--- src/rtl/cxs_pkg.sv ---
// ----------------------------------------------------------------------------
// cxs_pkg: shared types and constants for the xy to srgb converter
// payload structs, fixed coefficients and the gamma threshold builder
// ----------------------------------------------------------------------------
package cxs_pkg;

    localparam int COORD_W  = 16;
    localparam int CHAN_W   = 8;
    localparam int ONE_CODE = 65535;
    localparam int Y_FLOOR  = 66;
    localparam int LEVELS   = 256;

    typedef struct packed {
        logic [COORD_W-1:0] x_coord;
        logic [COORD_W-1:0] y_coord;
    } in_t;

    typedef struct packed {
        logic [CHAN_W-1:0] red;
        logic [CHAN_W-1:0] green;
        logic [CHAN_W-1:0] blue;
    } out_t;

    // matrix coefficients in units of 1e-4, sign folded in
    localparam longint C4_RX =  32406;
    localparam longint C4_RY = -15372;
    localparam longint C4_RZ = -4986;
    localparam longint C4_GX = -9689;
    localparam longint C4_GY =  18758;
    localparam longint C4_GZ =  415;
    localparam longint C4_BX =  557;
    localparam longint C4_BY = -2040;
    localparam longint C4_BZ =  10570;

    // round(|c| * 2^frac) with ties up, sign reapplied
    function automatic longint coef_q(longint c4, int frac);
        longint mag;
        longint q;
        mag = (c4 < 0) ? -c4 : c4;
        q = (mag * (64'sd1 <<< frac) + 5000) / 10000;
        return (c4 < 0) ? -q : q;
    endfunction

    // smallest index whose encoded level reaches k
    function automatic longint gamma_threshold(int k, longint full);
        longint lin_max;
        longint t_lin;
        longint t_pow;
        real    base;
        real    p;
        if (k == 0) begin
            return 0;
        end
        lin_max = (31308 * full) / 10000000;
        t_lin   = (10 * full * k + 32945) / 32946;
        if (t_lin <= lin_max) begin
            return t_lin;
        end
        base  = (1000.0 * k + 14025.0) / 269025.0;
        p     = base ** 2.4;
        t_pow = longint'($ceil(p * full));
        if (t_pow < lin_max + 1) begin
            t_pow = lin_max + 1;
        end
        if (t_pow > full) begin
            t_pow = full;
        end
        return t_pow;
    endfunction

endpackage

--- src/rtl/cxs_matrix.sv ---
// ----------------------------------------------------------------------------
// cxs_matrix: xyz to linear rgb matrix and index reduction
// multiply, sum, clamp and scale each channel to a gamma index
// ----------------------------------------------------------------------------
module cxs_matrix
    import cxs_pkg::*;
#(
    parameter int FRACTION_BITS    = 16,
    parameter int GAMMA_INDEX_BITS = 12
) (
    input  logic                                  aclk,
    input  logic                                  aresetn,
    input  logic                                  en,
    input  logic                                  in_vld,
    input  logic signed [COORD_W+FRACTION_BITS:0] xq,
    input  logic signed [COORD_W+FRACTION_BITS:0] zq,
    output logic                                  out_vld,
    output logic [GAMMA_INDEX_BITS-1:0]           idx [3]
);

    localparam int F   = FRACTION_BITS;
    localparam int IB  = GAMMA_INDEX_BITS;
    localparam int QW  = COORD_W + F + 1;
    localparam int CW  = F + 3;
    localparam int PW  = QW + CW;
    localparam int SW  = PW + 2;
    localparam int PRW = 2 * F + IB;

    localparam longint KX [3] = '{coef_q(C4_RX, F), coef_q(C4_GX, F), coef_q(C4_BX, F)};
    localparam longint KZ [3] = '{coef_q(C4_RZ, F), coef_q(C4_GZ, F), coef_q(C4_BZ, F)};
    localparam longint KY [3] = '{coef_q(C4_RY, F), coef_q(C4_GY, F), coef_q(C4_BY, F)};

    localparam logic [IB-1:0] FULL = '1;

    logic [3:0] vld_reg;

    always_ff @(posedge aclk) begin
        if (!aresetn) begin
            vld_reg <= '0;
        end else if (en) begin
            vld_reg <= {vld_reg[2:0], in_vld};
        end
    end

    for (genvar c = 0; c < 3; c++) begin : g_ch
        localparam logic signed [CW-1:0] CX = CW'(KX[c]);
        localparam logic signed [CW-1:0] CZ = CW'(KZ[c]);
        localparam logic signed [SW-1:0] C0 = SW'(KY[c] * (64'sd1 <<< F));

        logic signed [PW-1:0]  px_reg;
        logic signed [PW-1:0]  pz_reg;
        logic signed [SW-1:0]  sum_reg;
        logic [PRW-1:0]        prod_reg;
        logic                  zero_reg;
        logic                  one_reg;
        logic [IB-1:0]         idx_reg;
        logic                  is_zero;
        logic                  is_one;
        logic [PRW:0]          rnd;

        always_comb begin
            is_zero = sum_reg[SW-1] || (sum_reg == '0);
            is_one  = !sum_reg[SW-1] && (|sum_reg[SW-2:2*F]);
            rnd     = {1'b0, prod_reg} + ((PRW+1)'(1) << (2 * F - 1));
        end

        always_ff @(posedge aclk) begin
            if (en) begin
                px_reg   <= xq * CX;
                pz_reg   <= zq * CZ;
                sum_reg  <= SW'(px_reg) + SW'(pz_reg) + C0;
                zero_reg <= is_zero;
                one_reg  <= is_one;
                prod_reg <= PRW'(sum_reg[2*F-1:0]) * PRW'(FULL);
                if (zero_reg) begin
                    idx_reg <= '0;
                end else if (one_reg) begin
                    idx_reg <= FULL;
                end else begin
                    idx_reg <= rnd[2*F+IB-1:2*F];
                end
            end
        end

        assign idx[c] = idx_reg;
    end

    assign out_vld = vld_reg[3];

endmodule

--- config.mk ---
export PLATFORM = sky130hd
export DESIGN_NAME = cxs_matrix
export DESIGN_NICKNAME = d
export VERILOG_FILES = /design/src/rtl/cxs_pkg.sv /design/src/rtl/cxs_matrix.sv
export SDC_FILE = /design/constraint.sdc
export NUM_CORES = 2
export LEC_CHECK = 0
export ABC_AREA = 1
export BUFFER_PORTS_ARGS = -buffer_cell sky130_fd_sc_hd__buf_2
export CAP_MARGIN = 20
export CORE_UTILIZATION = 25
export CTS_CLUSTER_SIZE = 14
export DETAILED_ROUTE_END_ITERATION = 10
export PLACE_DENSITY = 0.49
export SLEW_MARGIN = 25
export SYNTH_ARGS = -nofsm -noshare
export SYNTH_HDL_FRONTEND = slang
export SYNTH_SLANG_ARGS = --single-unit
--- constraint.sdc ---
create_clock -name aclk -period 10.2 [get_ports aclk]
set_clock_uncertainty 0.2 [all_clocks]
set_input_delay 3.06 -clock aclk [delete_from_list [all_inputs] [get_ports aclk]]
set_output_delay 3.06 -clock aclk [all_outputs]
set_load 0.01 [all_outputs]
After elaboration in Yosys (flattened, before gate mapping)
Index checks and enable logic that the tools add are counted.
{ "totals": {"reg_bits": 619, "in_bits": 70, "output_inout_bits": 37, "wordCells": 58} }
{ "op_classes": {"n_mul": 9, "muxes": 3, "n_addsub": 9, "reduce_logical": 15} }
{ "op_table": {"columns": ["operator", "count"], "rows": [
  ["$logic_not A54 Y1", 3],
  ["$add A44 B32 Y44 const B", 3],
  ["$mul A32 B12 Y44 const B", 3],
  ["$mul A33 B16 Y49 const B", 2],
  ["$reduce_or A21 Y1", 3],
  ["$add A53 B34 Y54 const B", 1],
  ["$add A52 B31 Y53 const B", 1],
  ["$add A52 B49 Y53", 1],
  ["$add A46 B51 Y52", 1],
  ["$add A51 B34 Y52 const B", 1],
  ["$add A50 B46 Y51", 1],
  ["$mul A33 B15 Y48 const B", 1],
  ["$mul A33 B14 Y47 const B", 1],
  ["$mul A33 B12 Y45 const B", 1],
  ["$mul A33 B8 Y41 const B", 1],
  ["$mux W12", 3],
  ["$logic_and A1 B1 Y1", 3],
  ["$logic_not A1 Y1", 3],
  ["$logic_or A1 B1 Y1", 3]
]} }

Depth between registers and ports, before layout
{ "depth": {"word_depth": 2, "ltp_mapped": 27, "mapped_depth_nobuf": 26} }

Worst setup path after synthesis
OpenSTA, ideal clock, no wires.
{ "synth_path": {"kind": "input to register", "start": "in xq[11]", "end": "reg g_ch[0].px_reg[42], data pin", "path_slack_ns": 2.353, "required_ns": 9.748, "arrival_time_ns": 7.395, "cell_stages": 26, "n_path_buf": 1, "setup_time_ns": 0.252, "cell_sequence": "ha_1 -> nor2_1 -> nor2_1 -> ha_1 -> or2_2 -> clkbuf_1 -> xnor2_1 -> inv_1 -> ha_1 -> a21o_1 -> fa_1 -> fa_1 -> inv_1 -> fa_1 -> inv_1 -> ha_1 -> nand2_1 -> inv_1 -> nand2_1 -> inv_1 -> a21oi_1 -> inv_1 -> a21oi_1 -> nand2_1 -> nand2_1 -> nand2_1"} }
{ "synth_via": {"elab_chain_len": 1} }
{ "synth_lines": {"columns": ["element", "line", "rtl"], "rows": [
  ["start: declaration", "cxs_matrix.sv:15", "input logic signed [COORD_W+FRACTION_BITS:0] xq,"],
  ["$mul A33 B16 Y49", "cxs_matrix.sv:69", "px_reg <= xq * CX;"],
  ["end signal: assignment", "cxs_matrix.sv:69", null],
  ["end: declaration", "cxs_matrix.sv:50", "logic signed [PW-1:0] px_reg;"]
]} }
Every way passes these cells.
A chain may end at the register's enable or synchronous reset.

Worst setup path in the final report
{ "layout_path": {"start": "in xq[7]", "end": "reg g_ch[0].px_reg[39], data pin"} }
Same word-level chain as after synthesis.

==> impl_results.md <==
* Average wire per standard cell at 19.3 um
* Largest register FFs at 154
* Final wirelength at 340000 um
* Count of different cell masters after synthesis at 45
* Startpoint-to-endpoint class of the critical path: in -> reg
* Number of nets in the finished design at 15316
* Result of the run: completed
* Worst Path Max Fanout at 16
* Final instance area at 109000 um^2
* Global-route wire length before repair at 508000 um
* Register-to-register path setup slack at 4.43 ns
* Area of the mapped netlist at 99600 um^2
* Number of levels in the clock H-tree at 3
* Number of clock buffers inserted by TritonCTS at 67
* Count of pins on the block boundary at 107
* Required time of the critical path at 10.46 ns
* Die Height at 633 um
* Initial antenna violation count at 42
* Dominant register cell in the synthesized netlist: edfxtp_1
* Critical Path Stages at 25
* Setup TNS Final at 0 ns
* IO buf count at 106
* Cell type of the slowest stage on the worst timing path: fa_1
* Setup crit start kind: input port
* Clock-pin slew of the registers on the worst-case setup and hold paths at 0.07 ns
* Fraction of the yosys area taken by sequential cells at 15.4%
* Final Wtd Congestion at 0.962
* Number of flip-flops and latches in the synthesized netlist at 511
* Cells after synthesis at 12188
* Setup crit end kind: flop
* Yosys top cell area share at 28.0%
* Area occupied by multi-input gates at 72900 um^2
* Floorplan row count at 231
* Vias in the first global route at 80264
* Depth of the most critical reg-to-reg path at 17
* Crit path max-delay family: adder cells
* Fill count at 43166
* Yosys warning total at 0
* Clock latency at the later pin of the worst-skew pair at 0.70 ns
* Hold endpoint: g_ch[1].sum_reg[4]$_DFFE_PP_
* Number of gates resized after cts at 0
* Initial core utilization at 25.1%
* Finished Core Util at 27.6%
* Setup repair after global routing missed its margin: no
* Mean post-synth cell area at 8.18 um^2
* Post-CTS Setup Repair Bufs at 0
* Net count after synthesis at 15125
* Post-DRT Antenna Nets at 0
* FF+latch area at 15300 um^2
* Maximum Capacitance Violations at 0
* Buffer levels on the longest clock path at 3
* Startpoint of the most critical register-to-register path: g_ch[0].sum_reg[26]$_DFFE_PP_
* Area Overhead vs Synth at 9.59%
* Total congestion overflow at 0
* Measured slew at the worst slew-check pin at 1.19 ns
* Hold Crit Depth at 0
* Count of buffer and inverter cells on the critical path at 5
* Cell taking the most area after synthesis: fa_1
* DPL Wire Length at 304000 um
* Clock tree root buffer cell: clkbuf_16
* Horizontal extent of the die at 633 um
* Final setup fails at 0
* Global-route usage over all layers at 17.0%
* Worst path max stage delay at 0.60 ns
* FMAX at 0.119 GHz
* First DRT Iteration DRCs at 5493
* Standard cell area after detailed placement at 107000 um^2
* Minimum period implied by the final worst setup slack at 8.37 ns
* Final-report max-slew violation count at 0
* Remaining routing DRC violations at 0
* Post-route clock period utilization at 82.1%
* Detailed-routing iteration count for the pre-antenna-repair pass at 6
* Cell types with the largest area share after synthesis: fa_1 (28%), ha_1 (18%), edfxtp_1 (15%)
* Clock tree from TritonCTS: built
* Layout Cells excl Fill at 17683
* Max-Slew Margin vs Limit at 19.9%
* Hold_sp: g_ch[1].px_reg[4]$_DFFE_PP_
* Maximum number of pins on one net before global-route repair at 154
* Final count of hold timing violations at 0
* Class of the tightest hold or removal check: reg -> reg
* Via density per instance at 4.41
* CORE AREA at 396000 um^2
* Sink count of the clock tree at 511
* Routed via count at 77934
* Number of synthesized flops with an enable pin at 507
* Async set-reset flop share out of synthesis at 0%
* Worst r2r dst: g_ch[0].prod_reg[41]$_DFFE_PP_
* Hold Buf Count CTS at 0
* Fraction of layout cells with a size suffix above 1 at 2.86%
* Arrival time worst endpoint at 8.63 ns
* Placed Instances at 17552
* DIE AREA at 401000 um^2
-- cells in the mapped netlist, types with 66 or more instances --
cell type,instances
a21oi_1,613
edfxtp_1,507
fa_1,1394
ha_1,1473
inv_1,3029
nand2_1,2605
nand3_1,362
nand4_1,112
nor2_1,970
nor3_1,66
o21ai_0,339
o21bai_1,93
xor2_1,242
-- worst max-delay path by stage --
stage / to / slack [ns] / start
2_1_floorplan: g_ch[0].px_reg[42]$_DFFE_PP_ / 2.35 / xq[11]
6_report: g_ch[0].px_reg[39]$_DFFE_PP_ / 1.83 / xq[7]
3_5_place_dp: g_ch[0].px_reg[39]$_DFFE_PP_ / 1.12 / xq[7]
3_3_place_gp: g_ch[0].px_reg[39]$_DFFE_PP_ / 1.08 / xq[7]
5_1_grt: g_ch[0].px_reg[39]$_DFFE_PP_ / 1.58 / xq[7]
4_1_cts: g_ch[0].px_reg[39]$_DFFE_PP_ / 1.85 / xq[7]
-- metal layers --
metal  track usage, %  wire [um]  up-vias
li1                 -          -    38073
met1             23.6     159000    37869
met2             28.3     158000     1653
met3             1.54      14900      323
met4             3.77       8070       16
met5                0         95        -
-- layout by cell type, fill, tap and decap left out, drive strengths merged, types with 81 or more instances in the layout --
master,synthesis,routed
inv,3032,3038
nand2,2637,2637
ha,1473,1473
fa,1394,1394
nor2,1007,1007
a21oi,617,617
edfxtp,507,507
nand3,378,378
o21ai,370,370
xor2,242,242
buf,4,130
nand4,112,112
o21bai,93,93
nor3,81,81
-- stage by stage --
step                      setup slack, ns  hold WS [ns]
final                                1.83         0.253
after floorplan                      2.35         0.200
after global placement               1.08         0.261
after global routing                 1.58         0.287
after CTS                            1.85         0.265
after detailed placement             1.12         0.267
-- kinds of logic after synthesis --
group	share of synthesized area [%]
AOI/OAI and AO/OA	6.55
xor gates and xnor gates	2.65
adders and majority gates	46.5
buffers and inverters	11.5
DFF	15.4
muxes	0.0100
and+or+nand+nor	17.5
-- final cells by class --
class | count | share of cell area, %
multi-input combinational | 8637 | 66.8
antenna | 12 | 0.0275
inverter | 3032 | 10.4
clock buffer | 80 | 1.62
timing repair buffer | 130 | 0.694
sequential | 511 | 14.0
tap | 5242 | 6.01
clock inverter | 39 | 0.438
Power is not shown: default switching activity piles up to over one toggle a cycle in this logic, so the estimate is an artifact.
