[config.mk]
export PLATFORM = sky130hd
export DESIGN_NAME = cxs_div
export DESIGN_NICKNAME = d
export VERILOG_FILES = /design/src/rtl/cxs_pkg.sv /design/src/rtl/cxs_div.sv
export SDC_FILE = /design/constraint.sdc
export NUM_CORES = 2
export LEC_CHECK = 0
export BUFFER_PORTS_ARGS = -buffer_cell sky130_fd_sc_hd__buf_2
export CORE_MARGIN = 2
export CORE_UTILIZATION = 71
export CTS_BUF_LIST = sky130_fd_sc_hd__clkbuf_16
export DETAILED_ROUTE_END_ITERATION = 16
export GPL_TIMING_DRIVEN = 0
export PLACE_DENSITY = 0.88
export SLEW_MARGIN = 20
export SYNTH_ARGS = -nofsm -noshare
export SYNTH_HDL_FRONTEND = slang
export SYNTH_SLANG_ARGS = --single-unit
[constraint.sdc]
create_clock -name aclk -period 18.3 [get_ports aclk]
set_input_delay 3.66 -clock aclk [delete_from_list [all_inputs] [get_ports aclk]]
set_output_delay 3.66 -clock aclk [all_outputs]
set_load 0.02 [all_outputs]
[src/rtl/cxs_pkg.sv]
// ----------------------------------------------------------------------------
// cxs_pkg: shared types and constants for the xy to srgb converter
// payload structs, fixed coefficients and the gamma threshold builder
// ----------------------------------------------------------------------------
package cxs_pkg;

    localparam int COORD_W  = 16;
    localparam int CHAN_W   = 8;
    localparam int ONE_CODE = 65535;
    localparam int Y_FLOOR  = 66;
    localparam int LEVELS   = 256;

    typedef struct packed {
        logic [COORD_W-1:0] x_coord;
        logic [COORD_W-1:0] y_coord;
    } in_t;

    typedef struct packed {
        logic [CHAN_W-1:0] red;
        logic [CHAN_W-1:0] green;
        logic [CHAN_W-1:0] blue;
    } out_t;

    // matrix coefficients in units of 1e-4, sign folded in
    localparam longint C4_RX =  32406;
    localparam longint C4_RY = -15372;
    localparam longint C4_RZ = -4986;
    localparam longint C4_GX = -9689;
    localparam longint C4_GY =  18758;
    localparam longint C4_GZ =  415;
    localparam longint C4_BX =  557;
    localparam longint C4_BY = -2040;
    localparam longint C4_BZ =  10570;

    // round(|c| * 2^frac) with ties up, sign reapplied
    function automatic longint coef_q(longint c4, int frac);
        longint mag;
        longint q;
        mag = (c4 < 0) ? -c4 : c4;
        q = (mag * (64'sd1 <<< frac) + 5000) / 10000;
        return (c4 < 0) ? -q : q;
    endfunction

    // smallest index whose encoded level reaches k
    function automatic longint gamma_threshold(int k, longint full);
        longint lin_max;
        longint t_lin;
        longint t_pow;
        real    base;
        real    p;
        if (k == 0) begin
            return 0;
        end
        lin_max = (31308 * full) / 10000000;
        t_lin   = (10 * full * k + 32945) / 32946;
        if (t_lin <= lin_max) begin
            return t_lin;
        end
        base  = (1000.0 * k + 14025.0) / 269025.0;
        p     = base ** 2.4;
        t_pow = longint'($ceil(p * full));
        if (t_pow < lin_max + 1) begin
            t_pow = lin_max + 1;
        end
        if (t_pow > full) begin
            t_pow = full;
        end
        return t_pow;
    endfunction

endpackage

[src/rtl/cxs_div.sv]
// ----------------------------------------------------------------------------
// cxs_div: pipelined fixed point divider
// forms X = x/y and Z = (1-x-y)/y with floor rounding, 4 quotient bits per stage
// ----------------------------------------------------------------------------
module cxs_div
    import cxs_pkg::*;
#(
    parameter int FRACTION_BITS = 16
) (
    input  logic                            aclk,
    input  logic                            aresetn,
    input  logic                            en,
    input  logic                            in_vld,
    input  in_t                             in_data,
    output logic                            out_vld,
    output logic signed [COORD_W+FRACTION_BITS:0] xq,
    output logic signed [COORD_W+FRACTION_BITS:0] zq
);

    localparam int NW   = COORD_W + FRACTION_BITS;
    localparam int RW   = COORD_W + 1;
    localparam int BPS  = 4;
    localparam int NSTG = (NW + BPS - 1) / BPS;

    logic [NSTG:0]      vld_reg;
    logic [NW-1:0]      wx_reg  [NSTG+1];
    logic [NW-1:0]      wz_reg  [NSTG+1];
    logic [RW-1:0]      rx_reg  [NSTG+1];
    logic [RW-1:0]      rz_reg  [NSTG+1];
    logic [COORD_W-1:0] d_reg   [NSTG+1];
    logic               neg_reg [NSTG+1];

    logic                    out_vld_reg;
    logic signed [NW:0]      xq_reg;
    logic signed [NW:0]      zq_reg;

    // prep: floor y, form |1-x-y| and its sign
    logic [COORD_W-1:0]   y_fl;
    logic signed [COORD_W+2:0] zn;
    logic [COORD_W-1:0]   zmag;

    always_comb begin
        y_fl = (in_data.y_coord < COORD_W'(Y_FLOOR)) ? COORD_W'(Y_FLOOR) : in_data.y_coord;
        zn   = (COORD_W+3)'(ONE_CODE) - (COORD_W+3)'(in_data.x_coord) - (COORD_W+3)'(y_fl);
        zmag = zn[COORD_W+2] ? COORD_W'(-zn) : COORD_W'(zn);
    end

    always_ff @(posedge aclk) begin
        if (!aresetn) begin
            vld_reg[0] <= 1'b0;
        end else if (en) begin
            vld_reg[0] <= in_vld;
        end
    end

    always_ff @(posedge aclk) begin
        if (en) begin
            wx_reg[0]  <= {in_data.x_coord, {FRACTION_BITS{1'b0}}};
            wz_reg[0]  <= {zmag, {FRACTION_BITS{1'b0}}};
            rx_reg[0]  <= '0;
            rz_reg[0]  <= '0;
            d_reg[0]   <= y_fl;
            neg_reg[0] <= zn[COORD_W+2];
        end
    end

    for (genvar i = 1; i <= NSTG; i++) begin : g_stg
        logic [NW-1:0] wx_next;
        logic [NW-1:0] wz_next;
        logic [RW-1:0] rx_next;
        logic [RW-1:0] rz_next;

        // restoring steps, one quotient bit each
        always_comb begin
            wx_next = wx_reg[i-1];
            wz_next = wz_reg[i-1];
            rx_next = rx_reg[i-1];
            rz_next = rz_reg[i-1];
            for (int j = 0; j < BPS; j++) begin
                if ((i - 1) * BPS + j < NW) begin
                    rx_next = {rx_next[RW-2:0], wx_next[NW-1]};
                    wx_next = {wx_next[NW-2:0], 1'b0};
                    if (rx_next >= {1'b0, d_reg[i-1]}) begin
                        rx_next    = rx_next - {1'b0, d_reg[i-1]};
                        wx_next[0] = 1'b1;
                    end
                    rz_next = {rz_next[RW-2:0], wz_next[NW-1]};
                    wz_next = {wz_next[NW-2:0], 1'b0};
                    if (rz_next >= {1'b0, d_reg[i-1]}) begin
                        rz_next    = rz_next - {1'b0, d_reg[i-1]};
                        wz_next[0] = 1'b1;
                    end
                end
            end
        end

        always_ff @(posedge aclk) begin
            if (!aresetn) begin
                vld_reg[i] <= 1'b0;
            end else if (en) begin
                vld_reg[i] <= vld_reg[i-1];
            end
        end

        always_ff @(posedge aclk) begin
            if (en) begin
                wx_reg[i]  <= wx_next;
                wz_reg[i]  <= wz_next;
                rx_reg[i]  <= rx_next;
                rz_reg[i]  <= rz_next;
                d_reg[i]   <= d_reg[i-1];
                neg_reg[i] <= neg_reg[i-1];
            end
        end
    end

    // sign fix: negative quotient rounds toward minus infinity
    logic signed [NW:0] zq_next;

    always_comb begin
        zq_next = {1'b0, wz_reg[NSTG]};
        if (neg_reg[NSTG]) begin
            zq_next = -({1'b0, wz_reg[NSTG]} + (NW+1)'(rz_reg[NSTG] != '0));
        end
    end

    always_ff @(posedge aclk) begin
        if (!aresetn) begin
            out_vld_reg <= 1'b0;
        end else if (en) begin
            out_vld_reg <= vld_reg[NSTG];
        end
    end

    always_ff @(posedge aclk) begin
        if (en) begin
            xq_reg <= {1'b0, wx_reg[NSTG]};
            zq_reg <= zq_next;
        end
    end

    assign out_vld = out_vld_reg;
    assign xq      = xq_reg;
    assign zq      = zq_reg;

endmodule

# After elaboration in Yosys (flattened, before gate mapping)
# Memory sizes are Yosys's and may differ from the RTL's. A register that Yosys moved wholly into a read port is not among the register bits.
# Cells that the tools add are included.
# Widths: inputs -> output; s select.
[totals] regBits=43 ramBits=1035 input_bits=36 out_inout_bits=67 memories=6
[mem_list] memory="wx_reg" words=9 width=32 rd=9 rd_clocked_by_memory_dff=1 write_ports=9 line="cxs_div.sv:26" rtl="logic [NW-1:0] wx_reg [NSTG+1];"
[mem_list] memory="wz_reg" words=9 width=32 rd=9 rd_clocked_by_memory_dff=0 write_ports=9 line="cxs_div.sv:27" rtl="logic [NW-1:0] wz_reg [NSTG+1];"
[mem_list] memory="rx_reg" words=9 width=17 rd=8 rd_clocked_by_memory_dff=0 write_ports=9 line="cxs_div.sv:28" rtl="logic [RW-1:0] rx_reg [NSTG+1];"
[mem_list] memory="rz_reg" words=9 width=17 rd=9 rd_clocked_by_memory_dff=0 write_ports=9 line="cxs_div.sv:29" rtl="logic [RW-1:0] rz_reg [NSTG+1];"
[mem_list] memory="d_reg" words=9 width=16 rd=8 rd_clocked_by_memory_dff=0 write_ports=9 line="cxs_div.sv:30" rtl="logic [COORD_W-1:0] d_reg [NSTG+1];"
[mem_list] memory="neg_reg" words=9 width=1 rd=9 rd_clocked_by_memory_dff=0 write_ports=9 line="cxs_div.sv:31" rtl="logic neg_reg [NSTG+1];"
[op_classes] add_sub_neg=69 magnitude_cmp=65 mux=133 n_reduce_logical=1
[op_table] cell="$ge 17x16->1" n=64
[op_table] cell="$mux 16" n=50
[op_table] cell="$sub 16x16->16" n=48
[op_table] cell="$mux 17" n=16
[op_table] cell="$sub 17x16->17" n=16
[op_table] cell="$mux 1" n=66
[op_table] cell="$add 32x1->33" n=1
[op_table] cell="$neg 33->33" n=1
[op_table] cell="$mux 32" n=1
[op_table] cell="$sub 17x17->18" n=1
[op_table] cell="$reduce_bool 17->1" n=1
[op_table] cell="$sub 16x16->17 const A" n=1
[op_table] cell="$lt 16x7->1 const B" n=1
[op_table] cell="$neg 16->16" n=1

# Depth between registers and ports, before layout
# An unclocked memory read counts as a cell.
[logic_depth] depth_word=9 ltp_mapped=51

# Worst setup path after synthesis
# No wires, ideal clock.
[synth_timing] kind="reg2reg" start="memory d_reg[1][1], in the netlist d_reg[0][17]" end="memory rz_reg[0][42] (netlist bit) (data pin)" setup_time_ns=0.260 t_arrival_ns=11.097 slack_ns=6.943 stages_incl_launch_ff=49 n_path_buf=4 cell_sequence="edfxtp_1 -> inv_1 -> ha_1 -> a21oi_1 -> o221ai_2 -> a31oi_2 -> nand3b_1 -> a31oi_2 -> inv_2 -> clkbuf_1 -> o21ai_0 -> inv_1 -> ha_1 -> nor2b_1 -> o31ai_1 -> a21oi_1 -> a211oi_1 -> nor4_1 -> [... 13 more ...] -> a21o_1 -> a21boi_0 -> a311oi_4 -> buf_2 -> mux2i_1 -> ha_1 -> nor2b_1 -> o21ai_0 -> a21boi_0 -> o211ai_1 -> a211oi_1 -> o41ai_1 -> a21oi_1 -> or3_1 -> nor2_1 -> mux2i_2 -> buf_6 -> mux2_4"
[synth_lines] item="from (decl)" line="cxs_div.sv:30"
[synth_lines] item="to (decl)" line="cxs_div.sv:29"

==> impl_metrics.yaml <==
outcome:
  status: "finished, final reports clean"
place:
  place_congestion: 0.971
  preCtsSetupSlack_ps: 3800
  dpl.hpwl_um: 182000
  io_buffers: 101
global_route:
  grt_usage: 0.395
  first_global_vias: 69000
  gr-total-overflow: 0
  grt_antenna_before_repair: 6
  grt_pass1_wl_um: 371000
  grt_max_degree: 118
clock_network:
  ctsHtreeMaxLevel: 3
  clkSinkCount: 821
  clkTransAtPathRegs_ps: 70
  numCtsBuffers: 90
  clk_path_buf_depth: 3
  cts.repair.resized: 0
  clock_latency_ps: 730
  holdBufCountCts: 0
  postCtsSetupRepairBufs: 0
  tritoncts: "built"
  root_buffer: "clkbuf_16"
flow_run:
  drv_cap: 0
timing:
  final.period_utilization: 0.811
  fin_tns_setup_ps: 0
  worst_slew_pin_slew_ps: 1030
  max_freq_mhz: 67.4
  grt_setup_unrepaired: "no"
  period_needed_ps: 14840
  drv_slew: 0
  slew-limit-headroom: 0.306
  clock_skew_ps: 48.6
  finalHoldViolations: 0
  setup_viol: 0
  worst_slack_ps: 3460
die:
  die_w_um: 344
  core_area_sq_um: 115000
  row_count: 124
  die_area_sq_um: 119000
  pin_count: 103
  initial_core_util: 0.717
  die_y_um: 344
detailed_routing:
  drt-vias-per-instance: 6.79
  dr.pass1.iters: 7
  drt-wirelength-per-cell_um: 22.7
  drc: 0
  drtIter0Drc: 7096
  vias: 71900
  wirelength_um: 241000
  antenna_left: 0
synth:
  synthArstFlopShare: 0
  synthDistinctLibCells: 107
  syn_area_sq_um: 82200
  syn_area_per_cell_sq_um: 9.33
  ys.flop_type: "edfxtp_1"
  synth_edf_count: 811
  syn_nets: 9909
  ys_ff_latch: 821
  synthCells: 8811
  ys_seq_area_frac: 0.299
  ys.warnings.count: 0
final_layout:
  mostFrequentLayoutCells: "ha_1 (1023), edfxtp_1 (811), a21oi_1 (700), nor2_1 (646), nand2_1 (545)"
  post-route-util: 0.767
  drive_above_1_share: 0.104
  nets: 10100
  final_common_cell: "ha_1"
  area.growth.synth_to_final_pct: 6.86
critical_path:
  cp_common_cell: "o21ai_0"
  end_kind: "flip-flop"
  cp_max_fo: 13
  worstSetupStartpointType: "flip-flop"
  slowest_stage: "clkinv_1"
  arrival_ps: 15310
  crit_type: "flip-flop to flip-flop"
  cp_slowest_stage_delay_ps: 790
  required_ps: 18760
hold_path:
  hold_class: "flip-flop to flip-flop"
[cell type report]
type | instances | area, sq um
clock buffer | 90 | 2250
fill | 8014 | 26800
clock inverter | 72 | 724
buffer | 143 | 581
multi-input combinational | 7308 | 55100
timing repair buffer | 110 | 743
inverter | 539 | 2020
tap | 1512 | 1890
sequential | 821 | 24600
antenna | 2 | 5.00
[final timing paths]
kind | startpoint | to | slack, ps | cells past startpoint
max | d_reg[0][64] | rz_reg[1][28] | 3460 | 46
min | wx_reg[5][14] | wx_reg[6][18] | 400 | 0
max reg2reg | d_reg[0][64] | rz_reg[1][28] | 3460 | 46
min reg2reg | wx_reg[5][14] | wx_reg[6][18] | 400 | 0
[critical path, delay by kind of cell (launching register included)]
| kind | cells | cell delay, ps |
|---|---|---|
| compound gates | 21 | 5300 |
| fa+ha+maj | 4 | 1530 |
| buf+inv | 8 | 3890 |
| flops | 1 | 730 |
| mux | 3 | 1260 |
| simple gates | 10 | 1860 |
[routing by layer]
metal	share of wire	routed length [um]	GRT usage	up-vias
met5	0	0	0	-
met2	0.46	111000	0.653	3492
met4	0.074	17800	0.261	0
li1	-	-	-	33500
met1	0.38	92700	0.475	33900
met3	0.080	19300	0.0655	1004
[cells in the mapped netlist, types with 47 or more instances]
library cell,instances,share of area
xnor2_1,490,0.052
ha_1,1023,0.16
clkbuf_1,109,0.0050
and2_1,65,0.0049
a21oi_1,701,0.043
o211ai_1,73,0.0067
nand2_1,545,0.025
or3_1,73,0.0056
and3_1,58,0.0044
inv_1,524,0.024
edfxtp_1,811,0.30
nand2b_1,103,0.0078
nand3_1,163,0.0099
a31oi_1,82,0.0062
o21a_1,186,0.017
nor2_1,646,0.029
xor2_1,249,0.027
o31ai_1,67,0.0061
o21ai_0,489,0.030
nor4_1,55,0.0042
nor3_1,195,0.012
nand4_1,152,0.012
a21boi_0,47,0.0043
or2_2,48,0.0037
a211oi_1,81,0.0074
mux2i_1,86,0.010
nor2b_1,156,0.012
o21bai_1,98,0.0089
mux2_2,538,0.074
a21o_1,311,0.028
[cell families (layout without fill, tap and decap cells)]
group	count (synthesis)	after routing	share of synthesized area
AOI/OAI and AO/OA	2489	2489	0.197
xor gates and xnor gates	739	739	0.0787
adders and majority gates	1062	1062	0.165
buffers and inverters	682	954	0.0317
DFF	821	821	0.299
muxes	648	648	0.0878
other	1	3	0.0000456
and+or+nand+nor	2369	2369	0.141
[through the flow]
stage | area [sq um] | hold WS (ps) | cells
after floorplan | 82200 | 400 | 8811
after global placement | 84600 | 400 | 10400
after detailed placement | 84900 | 405 | 10400
after CTS | 87900 | 409 | 10600
after global routing | 87900 | 419 | 10600
final | 87900 | 403 | 10600
Power is left out: the tool's default activity adds up to more than one toggle a clock period on the data nets, which glitch-free logic cannot reach.
