==> src/rtl/cxs_pkg.sv <==
// ----------------------------------------------------------------------------
// cxs_pkg: shared types and constants for the xy to srgb converter
// payload structs, fixed coefficients and the gamma threshold builder
// ----------------------------------------------------------------------------
package cxs_pkg;

    localparam int COORD_W  = 16;
    localparam int CHAN_W   = 8;
    localparam int ONE_CODE = 65535;
    localparam int Y_FLOOR  = 66;
    localparam int LEVELS   = 256;

    typedef struct packed {
        logic [COORD_W-1:0] x_coord;
        logic [COORD_W-1:0] y_coord;
    } in_t;

    typedef struct packed {
        logic [CHAN_W-1:0] red;
        logic [CHAN_W-1:0] green;
        logic [CHAN_W-1:0] blue;
    } out_t;

    // matrix coefficients in units of 1e-4, sign folded in
    localparam longint C4_RX =  32406;
    localparam longint C4_RY = -15372;
    localparam longint C4_RZ = -4986;
    localparam longint C4_GX = -9689;
    localparam longint C4_GY =  18758;
    localparam longint C4_GZ =  415;
    localparam longint C4_BX =  557;
    localparam longint C4_BY = -2040;
    localparam longint C4_BZ =  10570;

    // round(|c| * 2^frac) with ties up, sign reapplied
    function automatic longint coef_q(longint c4, int frac);
        longint mag;
        longint q;
        mag = (c4 < 0) ? -c4 : c4;
        q = (mag * (64'sd1 <<< frac) + 5000) / 10000;
        return (c4 < 0) ? -q : q;
    endfunction

    // smallest index whose encoded level reaches k
    function automatic longint gamma_threshold(int k, longint full);
        longint lin_max;
        longint t_lin;
        longint t_pow;
        real    base;
        real    p;
        if (k == 0) begin
            return 0;
        end
        lin_max = (31308 * full) / 10000000;
        t_lin   = (10 * full * k + 32945) / 32946;
        if (t_lin <= lin_max) begin
            return t_lin;
        end
        base  = (1000.0 * k + 14025.0) / 269025.0;
        p     = base ** 2.4;
        t_pow = longint'($ceil(p * full));
        if (t_pow < lin_max + 1) begin
            t_pow = lin_max + 1;
        end
        if (t_pow > full) begin
            t_pow = full;
        end
        return t_pow;
    endfunction

endpackage

==> src/rtl/cxs_gamma.sv <==
// ----------------------------------------------------------------------------
// cxs_gamma: srgb gamma encoder
// binary search over the level thresholds, one result bit per stage
// ----------------------------------------------------------------------------
module cxs_gamma
    import cxs_pkg::*;
#(
    parameter int GAMMA_INDEX_BITS = 12
) (
    input  logic                        aclk,
    input  logic                        aresetn,
    input  logic                        en,
    input  logic                        in_vld,
    input  logic [GAMMA_INDEX_BITS-1:0] idx [3],
    output logic                        out_vld,
    output out_t                        out_data
);

    localparam int IB = GAMMA_INDEX_BITS;

    typedef logic [IB-1:0] thr_tab_t [LEVELS];

    function automatic thr_tab_t build_tab();
        thr_tab_t t;
        longint   full;
        full = (64'sd1 <<< IB) - 1;
        for (int k = 0; k < LEVELS; k++) begin
            t[k] = IB'(gamma_threshold(k, full));
        end
        return t;
    endfunction

    localparam thr_tab_t THR = build_tab();

    logic [CHAN_W:0]    vld_a;
    logic [IB-1:0]      idx_a [CHAN_W+1][3];
    logic [CHAN_W-1:0]  lvl_a [CHAN_W+1][3];

    assign vld_a[0] = in_vld;

    for (genvar c = 0; c < 3; c++) begin : g_in
        assign idx_a[0][c] = idx[c];
        assign lvl_a[0][c] = '0;
    end

    for (genvar j = 1; j <= CHAN_W; j++) begin : g_stg
        always_ff @(posedge aclk) begin
            if (!aresetn) begin
                vld_a[j] <= 1'b0;
            end else if (en) begin
                vld_a[j] <= vld_a[j-1];
            end
        end

        for (genvar c = 0; c < 3; c++) begin : g_ch
            logic [CHAN_W-1:0] cand;
            assign cand = lvl_a[j-1][c] | (CHAN_W'(1) << (CHAN_W - j));

            always_ff @(posedge aclk) begin
                if (en) begin
                    idx_a[j][c] <= idx_a[j-1][c];
                    lvl_a[j][c] <= (THR[cand] <= idx_a[j-1][c]) ? cand : lvl_a[j-1][c];
                end
            end
        end
    end

    assign out_vld        = vld_a[CHAN_W];
    assign out_data.red   = lvl_a[CHAN_W][0];
    assign out_data.green = lvl_a[CHAN_W][1];
    assign out_data.blue  = lvl_a[CHAN_W][2];

endmodule

==> config.mk <==
export PLATFORM = sky130hd
export DESIGN_NAME = cxs_gamma
export DESIGN_NICKNAME = d
export VERILOG_FILES = /design/src/rtl/cxs_pkg.sv /design/src/rtl/cxs_gamma.sv
export SDC_FILE = /design/constraint.sdc
export NUM_CORES = 1
export LEC_CHECK = 0
export BUFFER_PORTS_ARGS = -buffer_cell sky130_fd_sc_hd__buf_2
export CORE_MARGIN = 2
export CORE_UTILIZATION = 32
export CTS_CLUSTER_SIZE = 12
export DETAILED_ROUTE_END_ITERATION = 8
export SLEW_MARGIN = 20
export SYNTH_ARGS = -nofsm -noshare
export SYNTH_HDL_FRONTEND = slang
export SYNTH_SLANG_ARGS = --single-unit
==> constraint.sdc <==
create_clock -name aclk -period 8.5 [get_ports aclk]
set_input_delay 0.85 -clock aclk [delete_from_list [all_inputs] [get_ports aclk]]
set_output_delay 0.85 -clock aclk [all_outputs]
set_load 0.005 [all_outputs]
======== Word-level counts from Yosys, hierarchy flattened ========
Memory sizes are Yosys's and may differ from the RTL's.
Index checks and enable logic that the tools add are counted.
storage, ports and cells
  register bits after elaboration ......... 452
  latch bits .............................. 0
  memory bits (writable) .................. 0
  bits in read-only memories .............. 64,512
  input bits .............................. 40
  output and inout bits ................... 25
  word-level logic and storage cells ...... 206
  memories kept ........................... 21
memories
  memory           depth  bits a word  rd ports  clocked after memory_dff  wr ports  RTL line         source
  (no name shown)  256    12           1         0                         0         cxs_gamma.sv:62  lvl_a[j][c] <= (THR[cand] <= idx_a[j-1][c]) ? cand : lvl_a[j-1][c];
  (no name shown)  256    12           1         0                         0         cxs_gamma.sv:62
  (no name shown)  256    12           1         0                         0         cxs_gamma.sv:62
  (no name shown)  256    12           1         0                         0         cxs_gamma.sv:62
  (no name shown)  256    12           1         0                         0         cxs_gamma.sv:62
  (no name shown)  256    12           1         0                         0         cxs_gamma.sv:62
  +15 memories     -      -            -         -                         -         -
cells by class
  add/subtract/negate cells ............... 0
  multiply operators ...................... 0
  divide/modulo/power cells ............... 0
  $lt $le $gt $ge ......................... 45
  equal/unequal tests ..................... 0
  shifts and indexed selects .............. 0
  multiplexer cells ....................... 45
  bitwise operators ....................... 21
  reduce and logical (&&, ||, !) cells .... 0
operator list
  kind                                                              count
  two-way mux 12 bit                                                42
  less-or-equal comparator 12 bit                                   21
  >= comparator 9 bit (second input constant)                       21
  inverter 8 -> 9 bit                                               21
  less-or-equal comparator 10 x 12 -> 1 bit (first input constant)  3
  two-way mux 8 bit                                                 3

======== Depth between registers and ports, before layout ========
Gate-level depths: netlist (run 1).
  depth in word-level cells ............... 5
  gate-level depth with buffers ........... 15
  mapped depth without buffers ............ 13

======== Worst setup path before layout (run 1) ========
OpenSTA, ideal clock, no wires.
  path type ............................... register to register
  start ................................... reg lvl_a (netlist bit g_stg[8].g_ch[0].cand[1])
  end ..................................... reg lvl_a (netlist bit out_data[16]), data pin
  setup time .............................. 0.152 ns
  arrival time ............................ 3.241 ns
  data required time ...................... 8.348 ns
  setup slack ............................. 5.107 ns
  stages on the path, launching flop included .. 16
  cells stage by stage .................... edfxtp_1 clkbuf_1 inv_1 ha_1 clkbuf_1 nand2_1 o21ai_1 nand2_1 a31o_2 mux4_2 ha_1 nor2b_1 o21a_1 o21ai_0 a21oi_1 o21ai_0
between the ends
  word-level cells in the longest chain between the ends .. 5
RTL lines
  item                                                    RTL line         source
  from (decl)                                             cxs_gamma.sv:37  logic [CHAN_W-1:0] lvl_a [CHAN_W+1][3];
  from (signal, indexed assignment)                       cxs_gamma.sv:62
  inverter 8 -> 9 bit (implied by the code)               cxs_gamma.sv:62
  memory read (256 x 12 bit)                              -
  two-way mux 12 bit (implied by the code) (2 in series)  cxs_gamma.sv:62
  less-or-equal comparator 12 bit                         cxs_gamma.sv:62
No other way between the ends. The select of a mux whose other input is x is not followed.
A chain may end at the register's enable or synchronous reset.

======== Final worst setup path (run 1) ========
  start ................................... reg lvl_a (netlist bit g_stg[8].g_ch[2].cand[2])
  end ..................................... reg lvl_a (netlist bit out_data[0]), data pin
The elaborated chain is that of the path after synthesis.

==> results of run 1 <==
==> per-stage QoR <==
step | cell area [sq um] | instances | setup slack (ns) | util
after floorplan | 28900 | 3096 | 5.11 | -
after global placement | 30000 | 4142 | 4.57 | 0.334
after detailed placement | 30000 | 4142 | 4.49 | 0.334
after CTS | 31600 | 4227 | 4.46 | 0.352
after global routing | 31600 | 4230 | 4.10 | 0.352
final | 31600 | 4230 | 4.45 | 0.352
==> synthesized netlist by cell type, drive strengths merged (39+ instances only) <==
library cell,n
nand3,42
ha,361
mux2i,50
o211ai,55
o21ai,253
a21o,82
nor2b,85
nor2,166
nand2,198
a211oi,44
a21oi,244
edfxtp,360
nand2b,62
nor3,49
a31oi,39
buf,69
nand4,65
inv,326
clkbuf,148
==> final timing paths <==
kind	startpoint	to	slack, ns
setup / recovery	g_stg[8].g_ch[2].cand[2]	out_data[0]	4.45
setup reg to reg	g_stg[8].g_ch[2].cand[2]	out_data[0]	4.45
hold / removal	idx_a[74]	idx_a[38]	0.44
hold reg to reg	idx_a[74]	idx_a[38]	0.44
==> power breakdown <==
part	internal, mW	total, mW	leakage (nW)	switching (mW)
registers	2.14	2.27	3.54	0.137
logic	0.507	1.21	9.00	0.705
clock network	1.27	2.04	0.762	0.775
total	3.91	5.53	13.3	1.62
==> routing by layer <==
| metal | track usage | part of all wire | up-vias | wire [um] |
|---|---|---|---|---|
| met4 | 0.0385 | 0.021 | 0 | 1390 |
| met1 | 0.190 | 0.46 | 10400 | 30200 |
| li1 | - | - | 11200 | - |
| met5 | 0 | 0 | - | 0 |
| met2 | 0.224 | 0.46 | 656 | 29900 |
| met3 | 0.0212 | 0.058 | 101 | 3790 |
==> layout make-up <==
type	instances	area share
Tap cell	1176	0.0465
Timing Repair Buffer	90	0.0181
Inverter	328	0.0389
Clock inverter	25	0.0112
Sequential cell	368	0.347
Clock buffer	60	0.0391
Multi-Input combinational cell	2183	0.499
==> state kept, by name, summed over array words and instances, names as in the netlist <==
signal           flops
out_vld              1
out_data            24
idx_a              252
vld_a                7
g_stg.g_ch.cand     84
==> cell families (layout without fill, tap and decap cells) <==
group,Yosys count,after routing,share of synthesized area
DFF,368,368,0.380
and+or+nand+nor,752,752,0.129
adders and majority gates,361,361,0.156
muxes,86,86,0.0403
xor gates and xnor gates,20,20,0.00607
AOI/OAI and AO/OA,964,964,0.215
buffers and inverters,545,503,0.0732
==> results_dict.tcl, run 1 <==
set metrics [dict create \
    synth_edf_count 360 \
    regArea_sq_um 11000 \
    fillerInstances 9195 \
    hold_depth 0 \
    clkTransAtPathRegs_ns 0.05 \
    synth_seq_cells 368 \
    start_util 0.322 \
    core-area_sq_um 89700 \
    ant_nets 0 \
    yosys.area.top_type "edfxtp_1" \
    async_flop_share 0 \
    dr.pass1.iters 6 \
    gr-total-overflow 0 \
    outcome "completed" \
    finalSetupTns_ns 0 \
    worst-setup-path-type "reg2reg" \
    drv_slew 0 \
    synthToLayoutAreaGrowth_pct 9.53 \
    hold_viol_final 0 \
    fmax_ghz 0.247 \
    cpLargestDelayFamily "compound AO/OA/AOI/OAI gates" \
    maxCapViolations 0 \
    peakVddDrop_uv 221 \
    multiInputGateArea_sq_um 15800 \
    diodes 0 \
    dieHeight_um 304 \
    rr_worst_depth 13 \
    max_stage_delay_ns 0.86 \
    grt_max_degree 154 \
    clk_latency_ns 0.58 \
    cts_setup_buffers 0 \
    endpoint_kind "flip-flop" \
    ys_top_cells_by_area "edfxtp_1 37%, ha_1 16%, a21oi_1 4.2%, inv_1 4.0%, o21ai_0 3.6%" \
    numCtsBuffers 46 \
    layout-drive-gt1-share 0.0694 \
    p_leak_nw 13.3 \
    syn_nets 3497 \
    grt_pass1_wl_mm 108 \
    drt-total-wl_mm 65.3 \
    fp-row-count 110 \
    cts_max_level 2 \
    drc 0 \
    place.port_buffers 64 \
    finalSetupViolations 0 \
    synth_cells 3096 \
    synth_ff_type "edfxtp_1" \
    critical_path_arrival_ns 4.45 \
    yosysWarnings 0 \
    fin_skew_ns 0.0120 \
    grt_usage 0.138 \
    clockRootBuffer "clkbuf_16" \
    yosysSeqAreaShare 0.380 \
    crit_cells 13 \
    cts_tree "yes" \
    cts.hold.buffers_added 0 \
    worst_path_max_delay_cell "edfxtp_1" \
    required_ns 8.91 \
    ys_types 80 \
    synth_area_per_cell_sq_um 9.33 \
    layout_commonest_cell "ha_1" \
    avgViaCountPerCell 5.30 \
    synth_top_cell_area_share 0.374 \
    die_area_sq_um 92600 \
    clock_sinks 368 \
    grt_pass1_vias 21200 \
    worstPathCellList "inv_1 -> ha_1 -> and2_1 -> nor3_1 -> a311oi_1 -> a21oi_1 -> a221oi_1 -> ha_1 -> nor2b_1 -> o21a_1 -> o21ai_0 -> a21oi_1 -> o21ai_0" \
    dp_hpwl_mm 44.1 \
    hold_class "reg2reg" \
    whs_ns 0.444 \
    cts_max_path_buffers 3 \
    die_w_um 304 \
    finalCriticalPeriod_ns 4.05 \
    cp_max_fo 22 \
    p_per_area_nw_per_um2 175 \
    tightest_slew_ns 1.02 \
    ctsResizeCount 0 \
    wl_per_cell_um 15.4 \
    cp-start-kind "flip-flop" \
    power_mw 5.53 \
    drt-initial-drc-count 2095 \
    rsz0062_at_grt "false" \
    gp_congestion 0.920 \
    antenna_found_initial 0 \
    period_share 0.476 \
    critPathBufInv 1 \
    ioPinCount 65 \
    nNetsFinal 3418 \
    syn_area_sq_um 28900 \
    via_count 22400 \
    mostFrequentLayoutCells "361 x ha_1, 360 x edfxtp_1, 311 x inv_1, 244 x a21oi_1, 207 x o21ai_0" \
    relSlewSlack 0.322 \
]
Note: power is estimated with default switching activity, not from simulation.
==> run 2, diff against run 1 <==
Clock period 8.5 ns to 3.35 ns, I/O delays scaled along.
==> results_dict.tcl, run 2 (synthesis gave the netlist of run 1 again) <==
set metrics [dict create \
    relSlewSlack 0.454 \
    fmax_ghz 0.316 \
    cpLargestDelayFamily "compound AO/OA/AOI/OAI gates" \
    grt_usage 0.146 \
    grt_pass1_wl_mm 114 \
    power_mw 13.8 \
    outcome "completed" \
    dr.pass1.iters 7 \
    die_w_um 304 \
    gp_congestion 0.941 \
    layout-drive-gt1-share 0.105 \
    nNetsFinal 3576 \
    drt-total-wl_mm 69.1 \
    critical_path_arrival_ns 3.58 \
    ioPinCount 65 \
    max_stage_delay_ns 0.45 \
    place.port_buffers 64 \
    final_cells 4388 \
    worstPathCellList "buf_12 -> ha_1 -> a21o_1 -> a221oi_1 -> a311oi_1 -> a311oi_1 -> a221oi_1 -> ha_1 -> nor2b_1 -> o21a_1 -> o21ai_0 -> a21oi_1 -> o21ai_0" \
    cts_tree "yes" \
    cts_max_path_buffers 3 \
    tightest_slew_ns 0.819 \
    fillerInstances 9080 \
    grt_max_degree 72 \
    hold_class "in2reg" \
    ant_nets 0 \
    drt-initial-drc-count 2002 \
    clkTransAtPathRegs_ns 0.06 \
    p_per_area_nw_per_um2 420 \
    synthToLayoutAreaGrowth_pct 14.0 \
    dp_hpwl_mm 49.1 \
    endpoint_kind "flip-flop" \
    required_ns 3.76 \
    hold_viol_final 0 \
    core-area_sq_um 89700 \
    mostFrequentLayoutCells "360 x ha_1, 360 x edfxtp_1, 310 x inv_1, 244 x a21oi_1, 207 x o21ai_0" \
    p_leak_nw 14.0 \
    maxCapViolations 0 \
    grt_pass1_vias 22100 \
    crit_cells 13 \
    period_share 0.946 \
    largest_register "idx_a" \
    cp-start-kind "flip-flop" \
    drc 0 \
    r2r_end "out_data[8]" \
    ff2ff_setup_slack_ns 0.18 \
    dp.cells 4264 \
    fp-row-count 110 \
    r2r_start "g_stg[8].g_ch[1].cand[2]" \
    fin_skew_ns 0.0164 \
    regArea_sq_um 11000 \
    critPathLaunch "g_stg[8].g_ch[1].cand[2]" \
    dieHeight_um 304 \
    gr-total-overflow 0 \
    whs_ns 0.0719 \
    critPathBufInv 1 \
    start_util 0.322 \
    finalSetupViolations 0 \
    drv_slew 0 \
    worst_path_max_delay_cell "edfxtp_1" \
    rr_worst_depth 13 \
    finalCriticalPeriod_ns 3.17 \
    place_area_sq_um 31100 \
    multiInputGateArea_sq_um 15800 \
    clockRootBuffer "clkbuf_16" \
    avgViaCountPerCell 5.31 \
    worst-setup-path-type "reg2reg" \
    diodes 0 \
    cp_max_fo 19 \
    finalInstanceArea_sq_um 32900 \
    numCtsBuffers 45 \
    crit_end "out_data[8]" \
    largest_reg_flops 252 \
    peakVddDrop_uv 361 \
    die_area_sq_um 92600 \
    antenna_found_initial 0 \
    wl_per_cell_um 15.8 \
    clock_sinks 368 \
    via_count 23300 \
    clk_latency_ns 0.58 \
    cts_max_level 2 \
]
[run 2: changes by cell type in the layout (fill, tap and decap cells not counted), moves of 2 or more]
cell,change
bufinv_16,-5
buf_8,-2
clkinv_4,+2
buf_4,+110
clkinv_2,+2
clkbuf_16,-2
buf_12,+15
dlygate4sd3_1,+37
[run 2: final cells by class]
type	count	share of cell area
Tap cell	1176	0.0447
Sequential cell	368	0.333
Clock inverter	24	0.00718
Clock buffer	60	0.0365
Multi-Input combinational cell	2183	0.480
Timing Repair Buffer	249	0.0611
Inverter	328	0.0374
[run 2: stage by stage]
step | utilization | setup WS, ns | TNS (ns)
final | 0.367 | 0.181 | 0
after global routing | 0.367 | -0.0152 | -0.0152
after CTS | 0.366 | 0.186 | 0
after detailed placement | 0.346 | 0.208 | 0
after global placement | 0.346 | 0.247 | 0
after floorplan | - | 0.0833 | 0
[run 2: power breakdown]
| part | internal, mW | leakage (nW) | total, mW | switching (mW) |
|---|---|---|---|---|
| Clock | 2.77 | 0.689 | 4.73 | 1.96 |
| Sequential | 5.42 | 3.54 | 5.67 | 0.253 |
| Combinational | 1.46 | 9.80 | 3.42 | 1.96 |
| Total | 9.66 | 14.0 | 13.8 | 4.17 |
[run 2: worst min-delay path by stage]
stage	startpoint	to	slack [ns]	cells after the start
after floorplan	g_stg[7].g_ch[0].cand[5]	g_stg[8].g_ch[0].cand[5]	0.42	0
after global placement	idx_a[275]	idx_a[239]	0.43	0
after detailed placement	idx_a[275]	idx_a[239]	0.43	0
after CTS	aresetn	vld_a[1]	0.04	2
after global routing	aresetn	vld_a[4]	0.06	2
final	aresetn	vld_a[1]	0.07	2
[run 2: layer usage]
metal,GRT usage,up-vias,part of all wire
li1,-,11600,-
met1,0.198,10900,0.45
met2,0.244,752,0.47
met3,0.0185,132,0.057
met4,0.0405,0,0.024
met5,0,-,0
[run 2: what timing repair did]
item	CTS	global route
buffers inserted	0	3
hold buffers	37	0
endpoints found under the setup margin	0	3
hold endpoints to repair	37	0
resized for setup	0	5
==> run 3, diff against run 2 <==
--- a/config.mk
+++ b/config.mk
@@ -8,2 +8,4 @@
 export BUFFER_PORTS_ARGS = -buffer_cell sky130_fd_sc_hd__buf_2
+export CELL_PAD_IN_SITES_DETAIL_PLACEMENT = 1
+export CELL_PAD_IN_SITES_GLOBAL_PLACEMENT = 1
 export CORE_MARGIN = 2
@@ -12,2 +14,3 @@
 export DETAILED_ROUTE_END_ITERATION = 8
+export PLACE_DENSITY_LB_ADDON = 0.1
 export SLEW_MARGIN = 20
--- a/constraint.sdc
+++ b/constraint.sdc
@@ -3,2 +3,2 @@
 set_output_delay 0.335 -clock aclk [all_outputs]
-set_load 0.005 [all_outputs]
+set_load 0.1 [all_outputs]
==> results_dict.tcl, run 3 (synthesis gave the netlist of run 1 again) <==
set metrics [dict create \
    fin_skew_ns 0.0334 \
    ioPinCount 65 \
    layout_commonest_cell "edfxtp_1" \
    switching_share 0.314 \
    core-area_sq_um 89700 \
    start_util 0.322 \
    cts_max_path_buffers 3 \
    clockRootBuffer "clkbuf_16" \
    finalCriticalPeriod_ns 3.21 \
    finalSetupTns_ns 0 \
    endpoint_kind "flip-flop" \
    p_sw_mw 4.59 \
    mostFrequentLayoutCells "360 x edfxtp_1, 356 x ha_1, 309 x inv_1, 244 x a21oi_1, 207 x o21ai_0" \
    worstPathCellList "buf_4 -> ha_1 -> nand2_1 -> o22ai_1 -> o311a_1 -> a311oi_2 -> a221oi_1 -> buf_4 -> ha_1 -> nor2b_1 -> o21a_1 -> o21ai_0 -> a21oi_1 -> o21ai_0" \
    drt-total-wl_mm 88.1 \
    nNetsFinal 3600 \
    finalInstanceArea_sq_um 33300 \
    period_share 0.959 \
    max_stage_delay_ns 0.39 \
    r2r_start "g_stg[8].g_ch[2].cand[1]" \
    fp-row-count 110 \
    combinationalPowerShare 0.260 \
    avgViaCountPerCell 5.43 \
    grt_pass1_vias 25100 \
    cp_max_fo 16 \
    gp_congestion 0.873 \
    cts_setup_buffers 0 \
    tightest_slew_ns 0.919 \
    grt_usage 0.185 \
    drv_slew 0 \
    clkTransAtPathRegs_ns 0.06 \
    rsz0062_at_grt "true" \
    r2r_end "out_data[0]" \
    cp-start-kind "flip-flop" \
    p_per_area_nw_per_um2 439 \
    pre_cts_ws_ns 0.0981 \
    holdPathEnd "idx_a[205]" \
    ant_nets 0 \
    gr-total-overflow 0 \
    grt_pass1_wl_mm 140 \
    critical_path_arrival_ns 3.63 \
    maxCapViolations 0 \
    synthToLayoutAreaGrowth_pct 15.3 \
    internal_power_mw 10.0 \
    hold_class "in2reg" \
    wl_per_cell_um 20.0 \
    finalSetupViolations 0 \
    die_area_sq_um 92600 \
    fillerInstances 10200 \
    drt-initial-drc-count 1359 \
    place.port_buffers 64 \
    worst-setup-path-type "reg2reg" \
    rr_worst_depth 14 \
    clk_latency_ns 0.60 \
    outcome "completed" \
    ff2ff_setup_slack_ns 0.14 \
    dr.pass1.iters 5 \
    hp-start "en" \
    dieHeight_um 304 \
    p_leak_nw 14.2 \
    dp_hpwl_mm 65.4 \
    final_cells 4413 \
    relSlewSlack 0.387 \
    clockPowerShare 0.349 \
    grt_max_degree 80 \
    required_ns 3.77 \
    hold_depth 1 \
    via_count 24000 \
    cts_max_level 2 \
    clock_sinks 368 \
    setup_ws_ns 0.136 \
    fmax_ghz 0.311 \
    layout-drive-gt1-share 0.114 \
    numCtsBuffers 45 \
    dp.cells 4290 \
    largest_register "idx_a" \
    peakVddDrop_uv 399 \
    place_area_sq_um 31300 \
    worst_path_max_delay_cell "edfxtp_1" \
    drc 0 \
    antenna_found_initial 0 \
    hold_viol_final 0 \
    seqPwrFrac 0.391 \
    largest_reg_flops 252 \
    cts_tree "yes" \
    die_w_um 304 \
]
run 3: through the flow:
step                      hold WS (ns)  power [mW]   util
after CTS                        0.252        14.8  0.370
after global placement           0.437        9.40  0.349
after floorplan                  0.421        8.20      -
after global routing             0.283        15.4  0.371
final                            0.282        14.6  0.371
after detailed placement         0.438        9.55  0.349
run 3: critical path, delay by kind of cell (launching register included):
| kind | cells | cell delay, ns |
|---|---|---|
| buf+inv | 2 | 0.39 |
| simple gates | 2 | 0.31 |
| compound gates | 8 | 1.40 |
| flops | 1 | 0.39 |
| fa+ha+maj | 2 | 0.57 |
run 3: timing repair:
action	4_1_cts	5_1_grt
hold endpoints to repair	39	0
resized for setup	0	15
hold buffers	38	0
endpoints found under the setup margin	0	4
run 3: cell type report:
cell class / instances / area, sq um / share of cell area
antenna: 1 / 2.50 / 0.0000752
clock buffer: 54 / 1180 / 0.0355
timing repair buffer: 273 / 2230 / 0.0671
sequential: 368 / 11000 / 0.330
inverter: 328 / 1230 / 0.0370
tap: 1176 / 1470 / 0.0442
clock inverter: 30 / 357 / 0.0107
multi-input combinational: 2183 / 15800 / 0.476
run 3: worst max path at each step:
stage | endpoint | cells past startpoint | slack [ns] | startpoint
2_1_floorplan | out_data[16] | 15 | 0.08 | g_stg[8].g_ch[0].cand[1]
3_3_place_gp | g_stg[7].g_ch[0].cand[2] | 13 | 0.19 | g_stg[6].g_ch[0].cand[3]
3_5_place_dp | out_data[0] | 14 | 0.1 | g_stg[8].g_ch[2].cand[1]
4_1_cts | out_data[0] | 14 | 0.08 | g_stg[8].g_ch[2].cand[1]
5_1_grt | out_data[0] | 13 | -0.02 | g_stg[8].g_ch[2].cand[1]
6_report | out_data[0] | 14 | 0.14 | g_stg[8].g_ch[2].cand[1]
run 3: metal layers:
metal,vias up,GRT usage,wire (um)
li1,11600,-,-
met1,11800,0.232,38900
met2,420,0.332,44000
met3,129,0.0215,2760
met4,0,0.0566,2340
met5,-,0,0
run 3: power by group through the flow:
stage | clock, mW | combinational [mW] | sequential (mW)
after floorplan | 0 | 2.42 | 5.78
final | 5.10 | 3.79 | 5.71
after global routing | 5.44 | 4.24 | 5.76
after detailed placement | 0 | 3.73 | 5.81
after global placement | 0 | 3.60 | 5.80
after CTS | 5.28 | 3.79 | 5.72
